**src/upd_pkg.sv**
```systemverilog
package upd_pkg;

    localparam int unsigned ByteW = 8;
    localparam int unsigned NibW  = 4;

    localparam logic [ByteW-1:0] PCT_CHAR   = 8'h25;
    localparam logic [ByteW-1:0] PLUS_CHAR  = 8'h2B;
    localparam logic [ByteW-1:0] SPACE_CHAR = 8'h20;
    localparam logic [ByteW-1:0] MINUS_CHAR = 8'h2D;

    typedef enum logic [1:0] {
        PH_IDLE = 2'd0,
        PH_C0   = 2'd1,
        PH_C1   = 2'd2
    } phase_t;

    typedef struct packed {
        logic             is_hex;
        logic [NibW-1:0]  value;
    } hex_t;

    typedef struct packed {
        logic [ByteW-1:0] out_byte;
        logic             has_byte;
        logic             end_of_string;
    } res_t;

    function automatic hex_t hex_digit(input logic [ByteW-1:0] c);
        hex_t h;
        h.is_hex = 1'b1;
        h.value  = '0;
        if (c inside {[8'h30:8'h39]}) begin
            h.value = NibW'(c - 8'h30);
        end else if (c inside {[8'h61:8'h66]}) begin
            h.value = NibW'(c - 8'h57);
        end else if (c inside {[8'h41:8'h46]}) begin
            h.value = NibW'(c - 8'h37);
        end else begin
            h.is_hex = 1'b0;
        end
        return h;
    endfunction

    function automatic logic is_blank(input logic [ByteW-1:0] c);
        return (c == SPACE_CHAR) || (c inside {[8'h09:8'h0D]});
    endfunction

    // strtoul-style value of the two escape characters, truncated to a byte
    function automatic logic [ByteW-1:0] escape_value(input logic [ByteW-1:0] c0,
                                                      input logic [ByteW-1:0] c1);
        hex_t d0;
        hex_t d1;
        logic [ByteW-1:0] v;
        d0 = hex_digit(c0);
        d1 = hex_digit(c1);
        if (d0.is_hex) begin
            v = d1.is_hex ? {d0.value, d1.value} : {{(ByteW-NibW){1'b0}}, d0.value};
        end else if (!d1.is_hex) begin
            v = '0;
        end else if (is_blank(c0) || (c0 == PLUS_CHAR)) begin
            v = {{(ByteW-NibW){1'b0}}, d1.value};
        end else if (c0 == MINUS_CHAR) begin
            v = ByteW'(0) - {{(ByteW-NibW){1'b0}}, d1.value};
        end else begin
            v = '0;
        end
        return v;
    endfunction

endpackage

```
**src/url_percent_decoder_top.sv**
```systemverilog
// Channel  Direction  Payload
// s_*      in         tdata[7:0] in_byte, tlast is_last
// m_*      out        tdata[7:0] out_byte, tuser[0] has_byte, tlast end_of_string
//
// One byte per cycle sustained unless m stalls; results pass both registers.
// Path: input register, escape decode against the phase register, result register.
// A '%' or first escape byte that is not last gives no result and still moves on.
// Reset (aresetn low, synchronous) empties both registers and closes any escape.
// A stalled m side holds the result; s_tready drops if the held input must emit.
module url_percent_decoder_top import upd_pkg::*; (
    input  logic       aclk,
    input  logic       aresetn,
    input  logic       s_tvalid,
    output logic       s_tready,
    input  logic [7:0] s_tdata,   // [7:0] in_byte
    input  logic       s_tlast,
    output logic       m_tvalid,
    input  logic       m_tready,
    output logic [7:0] m_tdata,   // [7:0] out_byte
    output logic [0:0] m_tuser,   // [0] has_byte
    output logic       m_tlast
);

    logic             in_valid_reg, in_valid_next;
    logic [ByteW-1:0] in_byte_reg;
    logic             in_last_reg;
    logic             emit;
    logic             out_free;
    logic             advance;
    logic             s_xfer;
    res_t             res;
    res_t             res_out;

    // items without a result move on without claiming the output register
    assign advance  = in_valid_reg && (!emit || out_free);
    assign s_tready = !in_valid_reg || advance;
    assign s_xfer   = s_tvalid && s_tready;

    always_comb begin
        in_valid_next = in_valid_reg;
        if (s_xfer) begin
            in_valid_next = 1'b1;
        end else if (advance) begin
            in_valid_next = 1'b0;
        end
    end

    always_ff @(posedge aclk) begin
        if (!aresetn) begin
            in_valid_reg <= 1'b0;
        end else begin
            in_valid_reg <= in_valid_next;
        end
    end

    always_ff @(posedge aclk) begin
        if (s_xfer) begin
            in_byte_reg <= s_tdata;
            in_last_reg <= s_tlast;
        end
    end

    upd_decode u_decode (
        .aclk    (aclk),
        .aresetn (aresetn),
        .advance (advance),
        .in_byte (in_byte_reg),
        .is_last (in_last_reg),
        .emit    (emit),
        .res     (res)
    );

    upd_out_reg u_out (
        .aclk     (aclk),
        .aresetn  (aresetn),
        .load     (advance && emit),
        .res      (res),
        .free     (out_free),
        .m_tvalid (m_tvalid),
        .m_tready (m_tready),
        .res_out  (res_out)
    );

    assign m_tdata    = res_out.out_byte;
    assign m_tuser[0] = res_out.has_byte;
    assign m_tlast    = res_out.end_of_string;

endmodule

```
**src/upd_decode.sv**
```systemverilog
module upd_decode import upd_pkg::*; (
    input  logic             aclk,
    input  logic             aresetn,
    input  logic             advance,
    input  logic [ByteW-1:0] in_byte,
    input  logic             is_last,
    output logic             emit,
    output res_t             res
);

    phase_t           phase_reg,  phase_next;
    logic [ByteW-1:0] c0_reg,     c0_next;
    logic             has;
    logic [ByteW-1:0] val;

    always_comb begin
        phase_next = phase_reg;
        c0_next    = c0_reg;
        has        = 1'b0;
        val        = '0;
        case (phase_reg)
            PH_C0: begin
                c0_next    = in_byte;
                phase_next = PH_C1;
            end
            PH_C1: begin
                val        = escape_value(c0_reg, in_byte);
                has        = 1'b1;
                phase_next = PH_IDLE;
                c0_next    = '0;
            end
            default: begin
                if (in_byte == PCT_CHAR) begin
                    phase_next = PH_C0;
                end else begin
                    has        = 1'b1;
                    val        = (in_byte == PLUS_CHAR) ? SPACE_CHAR : in_byte;
                    phase_next = PH_IDLE;
                end
            end
        endcase
        // end of string drops any open escape
        if (is_last) begin
            phase_next = PH_IDLE;
            c0_next    = '0;
        end
    end

    assign emit              = has | is_last;
    assign res.out_byte      = val;
    assign res.has_byte      = has;
    assign res.end_of_string = is_last;

    always_ff @(posedge aclk) begin
        if (!aresetn) begin
            phase_reg <= PH_IDLE;
            c0_reg    <= '0;
        end else if (advance) begin
            phase_reg <= phase_next;
            c0_reg    <= c0_next;
        end
    end

endmodule

```
**src/upd_out_reg.sv**
```systemverilog
module upd_out_reg import upd_pkg::*; (
    input  logic aclk,
    input  logic aresetn,
    input  logic load,
    input  res_t res,
    output logic free,
    output logic m_tvalid,
    input  logic m_tready,
    output res_t res_out
);

    logic valid_reg, valid_next;
    res_t res_reg;

    assign free = !valid_reg || m_tready;

    always_comb begin
        valid_next = valid_reg;
        if (load) begin
            valid_next = 1'b1;
        end else if (m_tready) begin
            valid_next = 1'b0;
        end
    end

    always_ff @(posedge aclk) begin
        if (!aresetn) begin
            valid_reg <= 1'b0;
        end else begin
            valid_reg <= valid_next;
        end
    end

    always_ff @(posedge aclk) begin
        if (load) begin
            res_reg <= res;
        end
    end

    assign m_tvalid = valid_reg;
    assign res_out  = res_reg;

endmodule

```
**config.mk**
```make
export PLATFORM = sky130hd
export DESIGN_NAME = url_percent_decoder_top
export DESIGN_NICKNAME = d
export VERILOG_FILES = /design/src/upd_pkg.sv /design/src/url_percent_decoder_top.sv /design/src/upd_decode.sv /design/src/upd_out_reg.sv
export SDC_FILE = /design/constraint.sdc
export NUM_CORES = 1
export LEC_CHECK = 0
export ABC_AREA = 1
export BUFFER_PORTS_ARGS = -buffer_cell sky130_fd_sc_hd__buf_2
export CAP_MARGIN = 10
export CELL_PAD_IN_SITES_DETAIL_PLACEMENT = 2
export CELL_PAD_IN_SITES_GLOBAL_PLACEMENT = 2
export CORE_UTILIZATION = 34
export DETAILED_ROUTE_END_ITERATION = 6
export PLACE_DENSITY_LB_ADDON = 0.12
export SLEW_MARGIN = 20
export SYNTH_ARGS = -nofsm -noshare
export SYNTH_HDL_FRONTEND = slang
export SYNTH_HIERARCHICAL = 1
export SYNTH_SLANG_ARGS = --single-unit
export TNS_END_PERCENT = 10
```
**constraint.sdc**
```tcl
create_clock -name aclk -period 2.6 [get_ports aclk]
set_input_delay 0.65 -clock aclk [delete_from_list [all_inputs] [get_ports aclk]]
set_output_delay 0.65 -clock aclk [all_outputs]
set_load 0.03 [all_outputs]
```
==> impl_results.md <==
- Setup violators final: 0
- Final worst-path cycle share: 0.946
- DRC viols: 0
- R2r worst-path depth: 13
- Least-Margin Pin Slew: 445 ps
- Yosys cell types: 36
- Ant. Diodes: 0
- CP endpoint kind: output port
- Fin. max-slew vios: 0
- Die extent in x: around 80 um
- Syn Nets: ~260
- Max_cap viols: 0
- DP Cell Count: 335
- Outcome: completed
- Drt pass-1 iters: 4
- CTS max path bufs: 2
- Grt ovf: 0
- Most frequent cells in the layout: 37 x nand2_1, 29 x inv_1, 23 x nand3_1, 23 x buf_2, 19 x edfxtp_1
- RSZ-0062 raised after global routing: false
- Synth Warn #: 6
- Die height: approximately 78 um
- First-pass GRT wire length: about 9900 um
- Post-Synthesis Cells: between 200 and 250
- Area delta synth->final: 20.8%
- Pwr dens: ~480 nW/um2
- FMAX: a little over 400 MHz
- Placer Congestion: about 0.79
- Fillers: 653
- Crit Path Max Fanout: 3
- WS Path Type: flip-flop to output port
- Pin count of the biggest net entering global routing: 17
- Clock transition at the registers of the reported paths: about 70 ps
- CTS Sinks: 31
- DR iter-0 viols: 60
- Hold Violations, Final: 0
- Avg Inst Size Synth: about 8.4 um2
- Syn Std Cell Area: 1950 um2
- Wire per inst: 17.5 um
- Routed WL: about 6100 um
- Largest family of logic cells by synthesized area: simple AND/OR/NAND/NOR gates
- Antenna Violating Nets Remaining: 0
- Post-Synth Adder-Cell Area: 0.0643
- CTS tree: built
- Dpl ws: -74.0 ps
- CP arrival: 1810 ps
- HP Start: u_decode/phase_reg[1]
- Final Worst Setup Slack: 142 ps
- R2r setup slk: 170 ps
- P_leak: 1.03 nW
- Worst R2R Start: in_byte_reg[0]
- Vias per cell: 4.99
- FP Rows: 27
- H-Tree Depth: 2
- Hold Crit Endpoint: u_decode/phase_reg[1]
- Initial Util: 0.354
- Max reg flops: 10
- GRT Util Overall: 0.221
- Synth Area in Simple Gates: 0.292
- Fin crit period: 2460 ps
- Root Buffer: clkbuf_8
- Rel. slew slack: 0.700
- Area occupied by multi-input gates: 977 um2
- Core box area: ~5500 um2
- FF/Latch Area: 811 um2
- Mux cell area share after synthesis: 0
- Worst vdd ir: around 340 uV
- Port bufs: 24
- Share of layout cells above drive strength 1: 0.302
- Via count: 1,733
- Post-synthesis compound-gate area fraction: 0.134
- CP required: 1950 ps
- Min-Delay Path Class: flip-flop to flip-flop
- Vias in the first global route: 1,947
- Post-Route Setup TNS: 0 ps
- Clock Latency Late Sink: 290 ps
- Fin nets: 297
- Non-Filler Instances: ~350
- Number of clock buffers inserted by TritonCTS: 5
- Die area: 6030 um2
- Startpoint Class: flip-flop
- Placed wire-length estimate: slightly below 5000 um
- I/O pin count: 25
- Clock Skews: roughly 7.6 ps
- Seq/Total Area, Yosys: 0.416
- Most common cell after layout, fill and taps aside: nand2_1
- Hold Path Stages: 2
- Synth Area in XOR/XNOR: 0
- FF+latch count, synth: 31
- Worst R2R End: u_out/res_out[4]
- Initial antenna violation count: 0
==> cells in the mapped netlist, drive strengths merged <==
master | n | area, um2
ha | 10 | 125
o21ai | 11 | 55.1
o211ai | 1 | 7.51
a21oi | 16 | 87.6
o22ai | 1 | 6.26
a21boi | 1 | 7.51
nand3b | 1 | 7.51
nor2 | 16 | 88.8
a211oi | 8 | 60.1
and2 | 1 | 6.26
nand2 | 46 | 215
nand3 | 30 | 180
a31o | 2 | 17.5
nor3 | 3 | 20.0
clkinv | 2 | 7.51
nand4 | 6 | 43.8
dfxtp | 12 | 240
o21a | 1 | 7.51
inv | 39 | 154
a31oi | 2 | 12.5
edfxtp | 19 | 571
nor4 | 1 | 6.26
buf | 3 | 20.0
==> where the power goes <==
group | switching (mW) | internal (mW) | total, mW
Clock | 0.188 | 0.187 | 0.375
Sequential | 0.0173 | 0.548 | 0.565
Combinational | 0.126 | 0.0645 | 0.190
==> routing by layer <==
| layer | part of all wire | vias up | global-route usage |
|---|---|---|---|
| met5 | 0 | - | 0 |
| met2 | 0.50 | 30 | 0.371 |
| met4 | 0.015 | 0 | 0.0755 |
| li1 | - | 870 | - |
| met3 | 0.024 | 10 | 0.0376 |
| met1 | 0.46 | 823 | 0.285 |
==> worst max-delay path by stage <==
stage / endpoint / startpoint / cells after the start / slack [ps]
final: s_tready / in_byte_reg[1] / 9 / 140
after global routing: u_decode/c0_reg[4] / in_byte_reg[1] / 13 / 20
after CTS: s_tready / in_byte_reg[7] / 8 / 30
after detailed placement: u_decode/c0_reg[7] / in_byte_reg[1] / 13 / -70
after global placement: u_decode/c0_reg[7] / in_byte_reg[1] / 13 / 110
after floorplan: u_decode/c0_reg[0] / in_byte_reg[1] / 13 / 260
==> cells by family after synthesis <==
logic type,after synthesis
AO/OA/AOI/OAI,43
adder cells (fa/ha/maj),10
buffers and inverters,44
flip-flops,31
AND/OR/NAND/NOR,104
==> what timing repair did <==
action                     in CTS  in global routing
pin swaps                       1                  2
setup buffers                   0                  4
resized for setup               3                  4
setup endpoints to repair       9                  9
hold buffers                    0                  0
==> final cells by class <==
cell class,instances,share of cell area
multi-input combinational,157,0.415
tap,72,0.0383
clock buffer,6,0.0309
sequential,31,0.345
timing repair buffer,38,0.0968
clock inverter,2,0.00532
inverter,41,0.0686
==> through the flow <==
step	instance area, um2	utilization	total power, mW	hold slack, ps
final	2350	0.427	1.13	498
after global routing	2350	0.427	1.18	528
after CTS	2310	0.419	1.13	504
after detailed placement	2210	0.402	0.759	492
after global placement	2210	0.402	0.748	483
after floorplan	1950	-	0.691	451
==> critical path, stage by stage (launching register included) <==
cell,delay (ps)
edfxtp_1,420
inv_2,100
ha_2,190
inv_1,80
nor4_4,230
nor2_1,80
inv_1,90
nand3_2,90
nand3_2,80
buf_4,160
(Power assumes the default switching activity.)
